**src/hdl/ethl4p_pkg.sv**
```systemverilog
// Shared constants and result codes for the Ethernet/IP/L4 header parser.
`default_nettype none

package ethl4p_pkg;

  // Frame byte counter saturation point
  localparam logic [15:0] MAX_FRAME_BYTES     = 16'hFFFF;

  // Fixed header sizes, in bytes
  localparam logic [15:0] ETH_HDR_BYTES       = 16'd14;
  localparam logic [7:0]  ETH_HDR_BYTES_B     = 8'd14;
  localparam logic [7:0]  IPV6_L4_START       = 8'd54;   // 14 + 40
  localparam logic [5:0]  IPV4_MIN_HDR_BYTES  = 6'd20;
  localparam logic [5:0]  TCP_MIN_HDR_BYTES   = 6'd20;
  localparam logic [7:0]  UDP_HDR_BYTES       = 8'd8;
  localparam logic [7:0]  ICMPV4_HEADER_BYTES = 8'd8;
  localparam logic [7:0]  ICMPV6_HEADER_BYTES = 8'd8;

  // Byte positions captured from the frame
  localparam logic [15:0] IDX_ETYPE_HI        = 16'd12;
  localparam logic [15:0] IDX_ETYPE_LO        = 16'd13;
  localparam logic [15:0] IDX_IPV4_IHL        = 16'd14;
  localparam logic [15:0] IDX_IPV4_PROTO      = 16'd23;
  localparam logic [15:0] IDX_IPV6_NXT        = 16'd20;
  localparam logic [15:0] IDX_IPV6_TCP_OFF    = 16'd66;  // 14 + 40 + 12
  localparam logic [15:0] IPV4_TCP_OFF_BASE   = 16'd26;  // 14 + 12

  // EtherTypes
  localparam logic [15:0] ET_IPV4             = 16'h0800;
  localparam logic [15:0] ET_IPV6             = 16'h86DD;
  localparam logic [15:0] ET_ARP              = 16'h0806;

  // IP protocol numbers
  localparam logic [7:0]  IPP_HOPOPT          = 8'd0;
  localparam logic [7:0]  IPP_ICMPV4          = 8'd1;
  localparam logic [7:0]  IPP_TCP             = 8'd6;
  localparam logic [7:0]  IPP_UDP             = 8'd17;
  localparam logic [7:0]  IPP_ROUTING         = 8'd43;
  localparam logic [7:0]  IPP_FRAGMENT        = 8'd44;
  localparam logic [7:0]  IPP_ESP             = 8'd50;
  localparam logic [7:0]  IPP_AH              = 8'd51;
  localparam logic [7:0]  IPP_ICMPV6          = 8'd58;
  localparam logic [7:0]  IPP_DSTOPTS         = 8'd60;

  typedef enum logic [1:0] {
    L3_NONE = 2'd0,
    L3_ARP  = 2'd1,
    L3_IPV4 = 2'd2,
    L3_IPV6 = 2'd3
  } l3_code_t;

  // Shared by l4_kind and ip_protocol
  typedef enum logic [2:0] {
    L4_NONE   = 3'd0,
    L4_TCP    = 3'd1,
    L4_UDP    = 3'd2,
    L4_ICMPV4 = 3'd3,
    L4_ICMPV6 = 3'd4
  } l4_code_t;

endpackage

`default_nettype wire

```
**src/hdl/ethernet_ip_l4_header_parser_core.sv**
```systemverilog
// Ethernet/IPv4/IPv6/L4 header parser: byte stream in, one classification beat per frame out.
`default_nettype none

// Takes a frame one byte per beat in wire order, with last marking the final byte,
// and gives one result beat per frame: Ethernet presence, L3 kind (ARP, IPv4,
// IPv6), L4 kind and recognised protocol (TCP, UDP, ICMPv4, ICMPv6), and the
// payload offset and length. Rate: one byte per clock, sustained, but for the
// stall below. Each accepted beat is held in an input register, then a single
// pass of capture and classification logic updates the frame state and, on a last
// byte, loads the result register, from which the result is offered.
// Non-last bytes never wait on the result side. The input stalls only when a last
// byte is held in the input register while the previous result is still unclaimed.
// IPv6 extension headers report an unknown protocol; header fields lying past the
// end of a short frame count as absent. The byte count saturates at 65535, and
// later bytes only contribute their last mark.
module ethernet_ip_l4_header_parser_core (
  input  wire logic        clk,
  input  wire logic        rst,
  // byte channel
  input  wire logic        byte_valid,
  output logic             byte_ready,
  input  wire logic [7:0]  data_byte,
  input  wire logic        last,
  // result channel
  output logic             result_valid,
  input  wire logic        result_ready,
  output logic             eth_present,
  output logic [1:0]       l3_kind,
  output logic [2:0]       l4_kind,
  output logic [2:0]       ip_protocol,
  output logic [15:0]      payload_offset,
  output logic [15:0]      payload_length
);

  import ethl4p_pkg::*;

  // ---------------------------------------------------------------------------
  // Input register
  // ---------------------------------------------------------------------------
  logic       s1_valid;
  logic [7:0] s1_byte;
  logic       s1_last;
  logic       s1_fire;     // held beat is consumed by the parse stage this cycle

  // A non-last beat only updates frame state; a last beat needs the result slot.
  assign s1_fire    = s1_valid && (!s1_last || !result_valid || result_ready);
  assign byte_ready = !s1_valid || s1_fire;

  always_ff @(posedge clk) begin
    if (rst) begin
      s1_valid <= 1'b0;
    end else if (byte_ready) begin
      s1_valid <= byte_valid;
    end
    if (byte_ready && byte_valid) begin
      s1_byte <= data_byte;
      s1_last <= last;
    end
  end

  // ---------------------------------------------------------------------------
  // Frame state
  // ---------------------------------------------------------------------------
  logic [15:0] byte_count;
  logic [15:0] ether_type_value;
  logic [5:0]  ipv4_header_bytes;
  logic [7:0]  ip_next_protocol;
  logic        next_protocol_seen;
  logic [5:0]  tcp_header_bytes;
  logic        tcp_offset_seen;

  logic [15:0] byte_count_next;
  logic [15:0] ether_type_value_next;
  logic [5:0]  ipv4_header_bytes_next;
  logic [7:0]  ip_next_protocol_next;
  logic        next_protocol_seen_next;
  logic [5:0]  tcp_header_bytes_next;
  logic        tcp_offset_seen_next;

  logic        cap_en;
  logic        et_is_v4;
  logic        et_is_v6;
  logic [15:0] v4_tcp_idx;

  // Capture for the byte at position byte_count. Bytes 12/13 never coincide with
  // an IP field position, so the IP captures can look at the stored EtherType.
  always_comb begin
    cap_en     = (byte_count != MAX_FRAME_BYTES);
    et_is_v4   = (ether_type_value == ET_IPV4);
    et_is_v6   = (ether_type_value == ET_IPV6);
    v4_tcp_idx = IPV4_TCP_OFF_BASE + {10'd0, ipv4_header_bytes};

    byte_count_next         = byte_count;
    ether_type_value_next   = ether_type_value;
    ipv4_header_bytes_next  = ipv4_header_bytes;
    ip_next_protocol_next   = ip_next_protocol;
    next_protocol_seen_next = next_protocol_seen;
    tcp_header_bytes_next   = tcp_header_bytes;
    tcp_offset_seen_next    = tcp_offset_seen;

    if (cap_en) begin
      byte_count_next = byte_count + 16'd1;
      if (byte_count == IDX_ETYPE_HI) begin
        ether_type_value_next = {s1_byte, 8'h00};
      end
      if (byte_count == IDX_ETYPE_LO) begin
        ether_type_value_next = {ether_type_value[15:8], s1_byte};
      end
      if (et_is_v4) begin
        if (byte_count == IDX_IPV4_IHL) begin
          ipv4_header_bytes_next = {s1_byte[3:0], 2'b00};
        end
        if (byte_count == IDX_IPV4_PROTO) begin
          ip_next_protocol_next   = s1_byte;
          next_protocol_seen_next = 1'b1;
        end
        // IHL of 5 or more puts the TCP data offset at or beyond byte 46
        if (ipv4_header_bytes >= IPV4_MIN_HDR_BYTES && byte_count == v4_tcp_idx) begin
          tcp_header_bytes_next = {s1_byte[7:4], 2'b00};
          tcp_offset_seen_next  = 1'b1;
        end
      end else if (et_is_v6) begin
        if (byte_count == IDX_IPV6_NXT) begin
          ip_next_protocol_next   = s1_byte;
          next_protocol_seen_next = 1'b1;
        end
        if (byte_count == IDX_IPV6_TCP_OFF) begin
          tcp_header_bytes_next = {s1_byte[7:4], 2'b00};
          tcp_offset_seen_next  = 1'b1;
        end
      end
    end
  end

  // ---------------------------------------------------------------------------
  // Classification, from the state as it stands after this byte
  // ---------------------------------------------------------------------------
  logic        c_eth;
  l3_code_t    c_l3;
  l4_code_t    c_l4;
  l4_code_t    c_proto;
  logic [15:0] c_offset;
  logic [15:0] c_length;

  logic        v4;
  logic        ip_et;
  logic        l3_ok;
  logic        ext_hdr;
  logic [7:0]  l4_start;
  logic [7:0]  l4_hdr;
  logic [7:0]  l4_end;
  logic [5:0]  tcp_hdr;
  logic        hdr_ok;
  logic [15:0] len;

  always_comb begin
    len      = byte_count_next;
    v4       = (ether_type_value_next == ET_IPV4);
    ip_et    = v4 || (ether_type_value_next == ET_IPV6);
    l3_ok    = !v4 || ((ipv4_header_bytes_next >= IPV4_MIN_HDR_BYTES) &&
               ({10'd0, ipv4_header_bytes_next} + ETH_HDR_BYTES <= len));
    ext_hdr  = !v4 && (ip_next_protocol_next == IPP_HOPOPT ||
                       ip_next_protocol_next == IPP_ROUTING ||
                       ip_next_protocol_next == IPP_FRAGMENT ||
                       ip_next_protocol_next == IPP_ESP ||
                       ip_next_protocol_next == IPP_AH ||
                       ip_next_protocol_next == IPP_DSTOPTS);
    l4_start = v4 ? (ETH_HDR_BYTES_B + {2'b00, ipv4_header_bytes_next}) : IPV6_L4_START;
    tcp_hdr  = tcp_offset_seen_next ? tcp_header_bytes_next : 6'd0;

    priority if (ip_next_protocol_next == IPP_TCP) begin
      l4_hdr = {2'b00, tcp_hdr};
    end else if (ip_next_protocol_next == IPP_UDP) begin
      l4_hdr = UDP_HDR_BYTES;
    end else if (v4) begin
      l4_hdr = ICMPV4_HEADER_BYTES;
    end else begin
      l4_hdr = ICMPV6_HEADER_BYTES;
    end
    l4_end = l4_start + l4_hdr;

    c_eth    = 1'b0;
    c_l3     = L3_NONE;
    c_l4     = L4_NONE;
    c_proto  = L4_NONE;
    c_offset = 16'd0;
    c_length = 16'd0;
    hdr_ok   = 1'b0;

    if (len >= ETH_HDR_BYTES) begin
      c_eth = 1'b1;
      if (ether_type_value_next == ET_ARP) begin
        c_l3 = L3_ARP;
      end else if (ip_et && len >= ETH_HDR_BYTES + 16'd1) begin
        c_l3 = v4 ? L3_IPV4 : L3_IPV6;
        if (l3_ok && next_protocol_seen_next && !ext_hdr) begin
          priority if (ip_next_protocol_next == IPP_TCP) begin
            c_proto = L4_TCP;
            if (len >= {8'd0, l4_start} + 16'd1) begin
              c_l4   = L4_TCP;
              hdr_ok = (tcp_hdr >= TCP_MIN_HDR_BYTES);
            end
          end else if (ip_next_protocol_next == IPP_UDP) begin
            c_proto = L4_UDP;
            if (len >= {8'd0, l4_start} + 16'd1) begin
              c_l4   = L4_UDP;
              hdr_ok = 1'b1;
            end
          end else if (v4 && ip_next_protocol_next == IPP_ICMPV4) begin
            c_proto = L4_ICMPV4;
            if (len >= {8'd0, l4_end}) begin
              c_l4   = L4_ICMPV4;
              hdr_ok = 1'b1;
            end
          end else if (!v4 && ip_next_protocol_next == IPP_ICMPV6) begin
            c_proto = L4_ICMPV6;
            if (len >= {8'd0, l4_end}) begin
              c_l4   = L4_ICMPV6;
              hdr_ok = 1'b1;
            end
          end else begin
            c_proto = L4_NONE;
          end
          if (hdr_ok && {8'd0, l4_end} <= len) begin
            c_offset = {8'd0, l4_end};
            c_length = len - {8'd0, l4_end};
          end
        end
      end
    end
  end

  // State registers: advance on every consumed beat, clear after a last beat
  always_ff @(posedge clk) begin
    if (rst) begin
      byte_count         <= '0;
      ether_type_value   <= '0;
      ipv4_header_bytes  <= '0;
      ip_next_protocol   <= '0;
      next_protocol_seen <= 1'b0;
      tcp_header_bytes   <= '0;
      tcp_offset_seen    <= 1'b0;
    end else if (s1_fire) begin
      if (s1_last) begin
        byte_count         <= '0;
        ether_type_value   <= '0;
        ipv4_header_bytes  <= '0;
        ip_next_protocol   <= '0;
        next_protocol_seen <= 1'b0;
        tcp_header_bytes   <= '0;
        tcp_offset_seen    <= 1'b0;
      end else begin
        byte_count         <= byte_count_next;
        ether_type_value   <= ether_type_value_next;
        ipv4_header_bytes  <= ipv4_header_bytes_next;
        ip_next_protocol   <= ip_next_protocol_next;
        next_protocol_seen <= next_protocol_seen_next;
        tcp_header_bytes   <= tcp_header_bytes_next;
        tcp_offset_seen    <= tcp_offset_seen_next;
      end
    end
  end

  // ---------------------------------------------------------------------------
  // Result register
  // ---------------------------------------------------------------------------
  logic res_load;
  assign res_load = s1_fire && s1_last;

  always_ff @(posedge clk) begin
    if (rst) begin
      result_valid <= 1'b0;
    end else if (res_load) begin
      result_valid <= 1'b1;
    end else if (result_ready) begin
      result_valid <= 1'b0;
    end
    if (res_load) begin
      eth_present    <= c_eth;
      l3_kind        <= c_l3;
      l4_kind        <= c_l4;
      ip_protocol    <= c_proto;
      payload_offset <= c_offset;
      payload_length <= c_length;
    end
  end

`ifndef SYNTH
  // A result only appears after a last byte has gone through the parse stage
  a_result_from_last: assert property (@(posedge clk) disable iff (rst)
    !result_valid ##1 result_valid |-> $past(s1_valid && s1_last))
    else $error("result beat without a last byte");

  // Input back-pressure only comes from a last byte blocked by an unclaimed result
  a_stall_cause: assert property (@(posedge clk) disable iff (rst)
    !byte_ready |-> s1_valid && s1_last && result_valid && !result_ready)
    else $error("input stalled without cause");

  // No layer-4 header reported for an unknown protocol
  a_l4_needs_proto: assert property (@(posedge clk) disable iff (rst)
    result_valid && ip_protocol == L4_NONE |-> l4_kind == L4_NONE)
    else $error("l4 kind without protocol");

  // Failed checks give both offset and length as zero
  a_len_needs_offset: assert property (@(posedge clk) disable iff (rst)
    result_valid && payload_offset == 16'd0 |-> payload_length == 16'd0)
    else $error("payload length without offset");
`endif

endmodule

`default_nettype wire

```
**config.mk**
```make
export PLATFORM = sky130hd
export DESIGN_NAME = ethernet_ip_l4_header_parser_core
export DESIGN_NICKNAME = d
export VERILOG_FILES = /design/src/hdl/ethl4p_pkg.sv /design/src/hdl/ethernet_ip_l4_header_parser_core.sv
export SDC_FILE = /design/constraint.sdc
export NUM_CORES = 1
export LEC_CHECK = 0
export BUFFER_PORTS_ARGS = -buffer_cell sky130_fd_sc_hd__buf_4
export CORE_ASPECT_RATIO = 1.75
export CORE_MARGIN = 2
export CORE_UTILIZATION = 60
export CTS_CLUSTER_DIAMETER = 50
export DETAILED_ROUTE_END_ITERATION = 6
export GPL_TIMING_DRIVEN = 1
export PLACE_DENSITY = 0.91
export SETUP_SLACK_MARGIN = 0.05
export SYNTH_ARGS = -nofsm -noshare
export SYNTH_HDL_FRONTEND = slang
export SYNTH_SLANG_ARGS = --single-unit
```
**constraint.sdc**
```tcl
create_clock -name clk -period 7.55 [get_ports clk]
set_input_delay 1.1325 -clock clk [delete_from_list [all_inputs] [get_ports clk]]
set_output_delay 1.1325 -clock clk [all_outputs]
set_load 0.01 [all_outputs]
```
# After elaboration in Yosys (flattened, before gate mapping)
# Index checks and enable logic that the tools add are counted.
[totals]
romBits = 0
reg_bits = 106
ramBits = 0
n_memories = 0
latch_bits = 0
inputBits = 13
wordCells = 163
output_inout_bits = 43
[op_classes]
n_reduce_logical = 34
eq_ne = 22
n_div = 0
mul = 0
shift = 0
magnitude_cmp = 9
n_mux = 66
bitwise = 4
n_addsub = 7
[op_table]
columns = ["operator", "n"]
rows = [
  ["16-bit two-way mux", 6],
  ["6-bit two-way mux", 12],
  ["16-bit by 12-bit equality test with 1-bit output, second input constant", 3],
  ["16-bit by 4-bit equality test with 1-bit output, second input constant", 3],
  ["8-bit by 6-bit equality test with 1-bit output, second input constant", 6],
  ["8-bit two-way mux", 6],
  ["16-bit equality test, second input constant", 2],
  ["16-bit by 5-bit equality test with 1-bit output, second input constant", 2],
  ["16-bit by 4-bit greater-or-equal comparator with 1-bit output, second input constant", 2],
  ["16-bit by 8-bit greater-or-equal comparator with 1-bit output", 2],
  ["1-bit two-way mux", 31],
  ["6-bit by 5-bit greater-or-equal comparator with 1-bit output, second input constant", 3],
  ["3-bit two-way mux", 6],
  ["16-bit by 1-bit adder with 16-bit output, second input constant", 1],
  ["16-bit by 7-bit equality test with 1-bit output", 1],
  ["16-bit by 7-bit equality test with 1-bit output, second input constant", 1],
  ["7-bit by 16-bit less-or-equal comparator with 1-bit output", 1],
  ["8-bit by 16-bit less-or-equal comparator with 1-bit output", 1],
  ["16-bit != test, second input constant", 1],
  ["16-bit by 8-bit subtractor with 16-bit output", 1],
  ["1-bit logical AND", 12],
  ["1-bit logical OR", 10],
  ["5-bit OR reduction", 2],
  ["7-bit by 1-bit adder with 8-bit output, second input constant", 1],
  ["16 further kinds", 26],
]

# Depth between registers and ports, before layout
# Gate-level depths: netlist (run 1).
[logic_depth]
depth_word = 22
depth_mapped = 26
depth_no_buf = 24

# Worst setup path before layout (run 1)
# Ideal clock, no wire load.
[synth_timing]
path_type = "flip-flop to flip-flop"
from = "reg ipv4_header_bytes[1]"
to = "reg payload_length[12] (data pin)"
setup_ps = 255
arrival_ps = 5329
n_path_buf = 3
slack_ps = 1966
path_stages_with_launch = 26
path_cell_list = "dfxtp_1 ha_1 or4b_2 o21ai_0 a222oi_1 o41ai_1 clkbuf_1 nor3b_1 and2_1 ha_1 fa_1 a21oi_1 nor2_1 nor2_1 o21bai_1 a21oi_1 xnor2_1 ha_1 a21o_1 a21oi_1 o2111ai_1 a211oi_1 or4_1 buf_2 buf_6 nor2_1"
[synth_via]
elab_chain_cells = 22
word_cells_on_any_way = 46
cone_classes = "add/sub (6); order compare (7); eq/ne (1); mux (23); bitwise (2); reduce/logical (7)"
[synth_rtl]
columns = ["element", "line_no", "rtl"]
rows = [
  ["from (decl)", "ethernet_ip_l4_header_parser_core.sv:66", "logic [5:0] ipv4_header_bytes;"],
  ["from (signal assigned)", "ethernet_ip_l4_header_parser_core.sv:255", "ipv4_header_bytes <= ipv4_header_bytes_next;"],
  ["5-bit by 6-bit adder with 7-bit output", "ethernet_ip_l4_header_parser_core.sv:91", "v4_tcp_idx = IPV4_TCP_OFF_BASE + {10'd0, ipv4_header_bytes};"],
  ["16-bit by 7-bit equality test with 1-bit output", "ethernet_ip_l4_header_parser_core.sv:118", "if (ipv4_header_bytes >= IPV4_MIN_HDR_BYTES && byte_count == v4_tcp_idx) begin"],
  ["1-bit logical AND", "ethernet_ip_l4_header_parser_core.sv:118", ""],
  ["6-bit two-way mux / 1-bit two-way mux (equally long branches)", "ethernet_ip_l4_header_parser_core.sv:118", ""],
  ["6-bit two-way mux / 1-bit two-way mux (equally long branches)", "ethernet_ip_l4_header_parser_core.sv:109", "if (et_is_v4) begin"],
  ["6-bit two-way mux / 1-bit two-way mux (equally long branches)", "ethernet_ip_l4_header_parser_core.sv:101", "if (cap_en) begin"],
  ["6-bit two-way mux", "ethernet_ip_l4_header_parser_core.sv:169", "tcp_hdr = tcp_offset_seen_next ? tcp_header_bytes_next : 6'd0;"],
  ["6-bit two-way mux", "ethernet_ip_l4_header_parser_core.sv:171", "priority if (ip_next_protocol_next == IPP_TCP) begin"],
  ["[... 6 more ...]", "--", ""],
  ["1-bit two-way mux", "ethernet_ip_l4_header_parser_core.sv:197", "priority if (ip_next_protocol_next == IPP_TCP) begin"],
  ["1-bit two-way mux", "ethernet_ip_l4_header_parser_core.sv:196", "if (l3_ok && next_protocol_seen_next && !ext_hdr) begin"],
  ["1-bit two-way mux", "ethernet_ip_l4_header_parser_core.sv:194", "end else if (ip_et && len >= ETH_HDR_BYTES + 16'd1) begin"],
  ["1-bit two-way mux", "ethernet_ip_l4_header_parser_core.sv:192", "if (ether_type_value_next == ET_ARP) begin"],
  ["1-bit two-way mux", "ethernet_ip_l4_header_parser_core.sv:190", "if (len >= ETH_HDR_BYTES) begin"],
  ["1-bit logical AND", "ethernet_ip_l4_header_parser_core.sv:224", "if (hdr_ok && {8'd0, l4_end} <= len) begin"],
  ["1-bit NOT (no line)", "--", ""],
  ["5-bit OR reduction (no line)", "--", ""],
  ["to (signal assigned)", "ethernet_ip_l4_header_parser_core.sv:284", "payload_length <= c_length;"],
  ["to (decl)", "ethernet_ip_l4_header_parser_core.sv:32", "output logic [15:0] payload_length"],
]
# Several ways; a longest one is shown, not always the timed one. The select of a mux whose other input is x is not followed.
# A chain may end at the register's enable or synchronous reset.

# Worst setup path after layout (run 1)
[layout_timing]
from = "reg byte_count[0]"
to = "reg payload_length[7] (data pin)"
[layout_via]
elab_chain_cells = 21
word_cells_on_any_way = 99
cone_classes = "add/sub (6); order compare (8); eq/ne (20); mux (41); bitwise (4); reduce/logical (20)"
[layout_rtl]
columns = ["element", "line_no", "rtl"]
rows = [
  ["from (decl)", "ethernet_ip_l4_header_parser_core.sv:64", "logic [15:0] byte_count;"],
  ["from (signal assigned)", "ethernet_ip_l4_header_parser_core.sv:253", "byte_count <= byte_count_next;"],
  ["branches (longest 21 deep; another with 16-bit by 8-bit greater-or-equal comparator with 1-bit output)", "--", ""],
]
# Several ways; the timed one is not identified. The select of a mux whose other input is x is not followed.

==> results.toml, run 1 <==
[timing]
timing_worst_slew_pin_value_ns = 1.12
skew_ns = 0.00913
rsz0062_at_grt = "no"
max_freq_mhz = 144
timing.final.crit_period_ns = 6.92
post-route-period-util = 0.917
setup_tns_ns = 0
final-hold-violation-count = 0
final_critical_path_setup_slack_ns = 0.625
holdWs_ns = 0.458
report.final.slew_viol_count = 0
setup_viol = 0
worst_slew_margin = 0.251

[logic_synthesis]
synth-edff-count = 42
netlist_instances = 757
ys_async_sr_fraction = 0
postSynthAreaPerCell_um2 = 8.50
ys_dominant_reg_cell = "dfxtp_1"
synth_seq_cells = 98
yosys_warnings = 0
syn_area_mm2 = 0.00643
synthDistinctLibCells = 66
seq_area_frac_synth = 0.370

[hold_path]
timing.hold.worst_path_depth = 1
holdCritPathClass = "register to register"

[power_and_ir_drop]
cellPowerDensity_mw_per_mm2 = 149
ir_worst_vdd_uv = 146
static-leakage-power_nw = 2.70
post-layout-total-power_mw = 1.05

[die]
chipWidth_um = 82.3
dieHeight_um = 141
fp.coreArea_mm2 = 0.0106
rows = 50
top_level_ports = 56
fp.dieArea_mm2 = 0.0116
floorplan.initialDensity = 0.609

[clock_tree]
cts.repair_timing.setup_buffer_count = 0
clock_insertion_delay_at_the_later_pin_of_the_skew_report_ns = 0.35
clkSinkCount = 98
tritoncts = "built"
worst_setup_hold_path_clk_slew_ns = 0.07
cts_resized = 0
postCtsHoldBufs = 0
root_buffer = "clkbuf_16"
h_tree_levels = 3
tritoncts.num_buffers = 9
clock_path_buffers = 2

[layout]
stdcell_count = 914
layout_commonest_cell = "nor2_1"
layout.cell_area.non_filler_mm2 = 0.00704
final_cell_mix = "nor2_1, dfxtp_1, nand2_1"
syn_to_final_growth_pct = 9.43
count_of_inserted_antenna_diode_cells = 0
utilization = 0.666
layout-drive-gt1-share = 0.111
fillCellCount = 874
nets = 830

[detailed_routing]
route.vias.total = 5959
drt.antenna.violating_nets = 0
dr.pass1.iters = 7
route.detailed.vias_per_inst = 6.52
wire_per_inst_um = 19.3
drc_errors = 0
dr.first_iter.drc_count = 523
detail_route.wirelength_um = 17600

[critical_path]
cpPeakStageDelay_ns = 0.73
timing.critical_path.fanout_max = 24
critPathCaptureType = "register"
critPathKind = "register to register"
crit_chain = "ha_1 -> nand3_1 -> or3_1 -> o21ai_0 -> or3_1 -> mux2_4 -> nor3b_1 -> and2_1 -> ha_1 -> fa_1 -> a21oi_1 -> nor2_1 -> nor2_1 -> o21bai_1 -> a21oi_1 -> xnor2_1 -> ha_1 -> a21o_1 -> a21oi_1 -> o2111ai_1 -> a211oi_1 -> or4_1 -> nor3_1"
worstSetupStartpointType = "register"
timing.critical_path.slowest_stage_cell = "or4_1"
reg2regPathDepth = 23
cp.required_ns = 7.61
worstPathArrival_ns = 6.99

[grt]
grt.overflow.total = 0
grt_antenna_before_repair = 0
groute.usage.overall = 0.317
grt_first_pass_wirelength_um = 27900
grt_max_degree = 56
number_of_global_route_vias_before_repair = 5677

[job]
maxCapViolCount = 0

[outcome]
outcome = "finished clean"

[placement]
dp.cells = 898
port_buffers = 47
gp_routability_congestion = 1.00
hpwlAfterDp_um = 13200
pre_cts_ws_ns = 0.878
placement.cell_area_mm2 = 0.00678
-- logic make-up (layout without fill, tap and decap cells) --
kind of cell / count (synthesis) / after routing / synth area share
AOI/OAI and AO/OA: 163 / 163 / 0.167
muxes: 15 / 15 / 0.0251
buffers and inverters: 73 / 93 / 0.0515
and+or+nand+nor: 329 / 329 / 0.256
adders and majority gates: 38 / 38 / 0.0762
other: 2 / 9 / 0.00117
xor gates and xnor gates: 39 / 39 / 0.0531
DFF: 98 / 98 / 0.370
-- critical path: cells and delay by family, from the launching register on --
family                   cells  cell delay (ns)
flip-flops                   1             0.51
adder cells (fa/ha/maj)      4             1.26
AND/OR/NAND/NOR              9             2.42
AO/OA/AOI/OAI                8             1.98
XOR/XNOR                     1             0.18
multiplexers                 1             0.27
-- synth_stat cells (26+ instances only) --
cell / instances / share of area
clkbuf_1: 30 / 0.018
edfxtp_1: 42 / 0.20
dfxtp_1: 56 / 0.17
inv_1: 27 / 0.016
nand3_1: 28 / 0.022
ha_1: 36 / 0.070
a22oi_1: 44 / 0.051
nor2_1: 122 / 0.071
a21oi_1: 34 / 0.026
o21ai_0: 29 / 0.023
nand2_1: 55 / 0.032
xnor2_1: 26 / 0.035
-- sequential cells by signal, summed over array words and instances (netlist names), 3 cells and up --
name               cells
byte_count            16
ether_type_value      16
payload_length        16
ip_next_protocol       8
payload_offset         8
s1_byte                8
ipv4_header_bytes      6
tcp_header_bytes       6
ip_protocol            3
l4_kind                3
-- layer usage --
metal,vias up,wire (um),global-route usage
met1,2799,6150,0.342
li1,2762,-,-
met5,-,0,0
met4,0,1230,0.216
met3,87,1070,0.0506
met2,311,9170,0.545
-- where the power goes --
group          internal, mW  switching (mW)
registers             0.560          0.0137
logic                0.0187          0.0327
clock network         0.223           0.198
-- path summary, 6_finish.rpt --
check | start | endpoint | slack, ns
worst min register to register | tcp_header_bytes[0]$_SDFFE_PP0P_ | tcp_header_bytes[0]$_SDFFE_PP0P_ | 0.46
worst min-delay path | tcp_header_bytes[0]$_SDFFE_PP0P_ | tcp_header_bytes[0]$_SDFFE_PP0P_ | 0.46
worst max register to register | byte_count[0]$_SDFFE_PP0P_ | payload_length[7]$_SDFFCE_PP0P_ | 0.63
worst max-delay path | byte_count[0]$_SDFFE_PP0P_ | payload_length[7]$_SDFFCE_PP0P_ | 0.63
-- cell type report --
cell class,instances,area [um^2],area share
Multi-Input combinational cell,593,3750,0.533
Sequential cell,98,2380,0.338
Timing Repair Buffer,50,375,0.0533
Clock buffer,11,233,0.0331
Tap cell,130,163,0.0231
Inverter,27,101,0.0144
Clock inverter,5,32.5,0.00462
Note: power is estimated with default switching activity, not from simulation.
==> run 2: changes to the inputs <==
--- a/config.mk
+++ b/config.mk
@@ -5,10 +5,13 @@
 export SDC_FILE = /design/constraint.sdc
 export NUM_CORES = 1
 export LEC_CHECK = 0
-export BUFFER_PORTS_ARGS = -buffer_cell sky130_fd_sc_hd__buf_4
+export ABC_AREA = 1
+export BUFFER_PORTS_ARGS = -buffer_cell sky130_fd_sc_hd__buf_2
+export CELL_PAD_IN_SITES_DETAIL_PLACEMENT = 1
+export CELL_PAD_IN_SITES_GLOBAL_PLACEMENT = 2
 export CORE_ASPECT_RATIO = 1.75
 export CORE_MARGIN = 2
-export CORE_UTILIZATION = 60
+export CORE_UTILIZATION = 34
 export CTS_CLUSTER_DIAMETER = 50
 export DETAILED_ROUTE_END_ITERATION = 6
 export GPL_TIMING_DRIVEN = 1
==> run 2 against run 1 <==
- maximum frequency is 3.1% higher
- clock skew is 0.0019 ns lower
- routed wire length is 34% higher
- clock power is 21% higher
- hold slack better by 0.0091 ns
- power is 6.6% higher
- sequential cell count stayed put
- sequential power is 2% lower
- synthesized area is 13% higher
- register-to-register slack better by 0.21 ns
- first-iteration DRC count is 46% lower
==> results.toml, run 2 <==
[timing]
setup_tns_ns = 0
skew_ns = 0.00728
holdWs_ns = 0.467
final-hold-violation-count = 0
setup_viol = 0
timing.final.crit_period_ns = 6.72
timing_worst_slew_pin_value_ns = 0.769
max_freq_mhz = 149
rsz0062_at_grt = "yes"
report.final.slew_viol_count = 0
worst_slew_margin = 0.487
post-route-period-util = 0.890

[logic_synthesis]
syn_area_mm2 = 0.00725
yosys.area.top_type_share = 0.174
synthDistinctLibCells = 50
seq_area_frac_synth = 0.329
synth-edff-count = 42
synth.top_cells.by_count = "nand2_1, inv_1, nor2_1, a21oi_1, nand3_1"
yosys_warnings = 0
synth_most_common_cell = "nand2_1"
ys_dominant_reg_cell = "dfxtp_1"
postSynthAreaPerCell_um2 = 6.80
netlist_instances = 1066
ys_async_sr_fraction = 0
yosys.area.top_type = "edfxtp_1"
synthTopCellsByArea = "edfxtp_1, nand2_1, dfxtp_1"
synth_seq_cells = 98

[placement]
dp.cells = 1340
hpwlAfterDp_um = 18600
gp_routability_congestion = 0.894
port_buffers = 47

[clock_tree]
clkSinkCount = 98
clock_insertion_delay_at_the_later_pin_of_the_skew_report_ns = 0.37
tritoncts.num_buffers = 9
worst_setup_hold_path_clk_slew_ns = 0.08
clock_path_buffers = 2
root_buffer = "clkbuf_16"
h_tree_levels = 3
tritoncts = "built"

[die]
fp.dieArea_mm2 = 0.0226
chipWidth_um = 114
rows = 70
top_level_ports = 56
dieHeight_um = 197
floorplan.initialDensity = 0.346
fp.coreArea_mm2 = 0.0209

[critical_path]
cpPeakStageDelay_ns = 0.39
critPathKind = "register to register"
worstPathArrival_ns = 6.84
critPathCaptureType = "register"
timing.critical_path.fanout_max = 24
timing.critical_path.slowest_stage_cell = "dfxtp_1"
cp.required_ns = 7.67
cp_top_family = "simple AND/OR/NAND/NOR gates"
critical-path-top-cell-by-count = "nand2_1"
cp_buf_inv_count = 2
critical_path_depth = 39
reg2regPathDepth = 39
worstSetupStartpointType = "register"

[hold_path]
holdCritPathClass = "register to register"
timing.hold.worst_path_depth = 2

[grt]
number_of_global_route_vias_before_repair = 7341
grt_max_degree = 53
grt.overflow.total = 0
grt_first_pass_wirelength_um = 38000
gr-usage-met1 = 0.217
busiest_layer = "met2"
grt_antenna_before_repair = 1
use_met2 = 0.431
grt_use_met3 = 0.0353
groute.usage.overall = 0.218

[power_and_ir_drop]
cellPowerDensity_mw_per_mm2 = 140
net_sw_frac = 0.255
static-leakage-power_nw = 3.68
p_comb_frac = 0.039
clockPowerShare = 0.459
pwr-share-seq = 0.503
ir_worst_vdd_uv = 105
p_switching_mw = 0.284
internal_power_mw = 0.831

[job]
maxCapViolCount = 0

[layout]
syn_to_final_growth_pct = 9.89
largestRegisters = "byte_count x16, ether_type_value x16, payload_length x16"
layout-drive-gt1-share = 0.112
layout_commonest_cell = "nand2_1"
final_cell_mix = "nand2_1, inv_1, nor2_1, a21oi_1, nand3_1"
fillCellCount = 2726
stdcell_count = 1356
count_of_inserted_antenna_diode_cells = 0
nets = 1150

[detailed_routing]
detail_route.wirelength_um = 23700
drt.antenna.violating_nets = 0
route.vias.total = 6977
dr.pass1.iters = 4
drc_errors = 0
route.detailed.vias_per_inst = 5.15
dr.first_iter.drc_count = 280
wire_per_inst_um = 17.5

[outcome]
outcome = "finished clean"
-- run 2: changes by cell type in the layout (fill, tap and decap cells not counted), sizes merged, moves of 9 or more --
cell   before  now
a21o       11    0
a21oi      35   86
a22oi      44    1
inv        28  136
mux2i       9    0
nand2      55  339
nand3      28   62
nand4      12   21
nor2b       9    0
nor4       13    3
o21ai      31   42
xnor2      26   11
xor2       13   26
-- run 2: worst paths after layout --
path                                     from                          endpoint  slack [ns]
min reg2reg  tcp_header_bytes[0]$_SDFFE_PP0P_  tcp_header_bytes[0]$_SDFFE_PP0P_        0.47
min          tcp_header_bytes[0]$_SDFFE_PP0P_  tcp_header_bytes[0]$_SDFFE_PP0P_        0.47
max reg2reg        byte_count[0]$_SDFFE_PP0P_   payload_length[3]$_SDFFCE_PP0P_        0.83
max                byte_count[0]$_SDFFE_PP0P_   payload_length[3]$_SDFFCE_PP0P_        0.83
-- run 2: area by class of cell --
type,count,area [um^2],area share
multi-input combinational,807,4190,0.526
tap,252,315,0.0396
timing repair buffer,51,265,0.0333
inverter,132,499,0.0627
clock inverter,7,87.6,0.0110
sequential,98,2380,0.299
clock buffer,9,225,0.0283
-- run 2: stage by stage --
stage / setup slack [ns] / util / area (um^2) / power [mW]
floorplan: 2.28 / - / 7280 / 0.599
global placement: 0.945 / 0.365 / 7640 / 0.617
detailed placement: 0.865 / 0.365 / 7640 / 0.616
CTS: 0.801 / 0.380 / 7960 / 1.13
global route: 0.0295 / 0.381 / 7970 / 1.14
finish: 0.832 / 0.381 / 7970 / 1.12
-- run 2: timing repair --
action / CTS / global route
endpoints found under the setup margin: 0 / 24
hold buffers: 0 / 0
setup buffers: 0 / 0
hold endpoints to repair: 0 / 0
resized for setup: 0 / 2
-- run 2: tightest hold or removal path, delay by kind of cell, from the launching register on --
family	cells	cell delay, ns
flip-flops	1	0.31
buffers and inverters	1	0.07
AND/OR/NAND/NOR	1	0.05
-- run 2: power by group through the flow --
stage | registers (mW) | clock network [mW] | logic, mW
after floorplan | 0.571 | 0 | 0.0276
after global placement | 0.573 | 0 | 0.0434
after detailed placement | 0.573 | 0 | 0.0437
after CTS | 0.561 | 0.520 | 0.0441
after global routing | 0.561 | 0.533 | 0.0475
final | 0.561 | 0.511 | 0.0432
-- run 2: kinds of logic (layout without fill, tap and decap cells) --
kind of cell               Yosys count  count (layout)  share of synthesized area
and+or+nand+nor                    581             581                      0.352
DFF                                 98              98                      0.329
adders and majority gates           38              38                     0.0677
AOI/OAI and AO/OA                  141             141                      0.104
xor gates and xnor gates            38              38                     0.0478
buffers and inverters              168             199                     0.0985
other                                2               9                    0.00104
-- run 2: metal layers --
metal	up-vias	routed length (um)
li1	3483	-
met1	3349	8870
met2	95	13300
met3	48	550
met4	2	924
met5	-	10
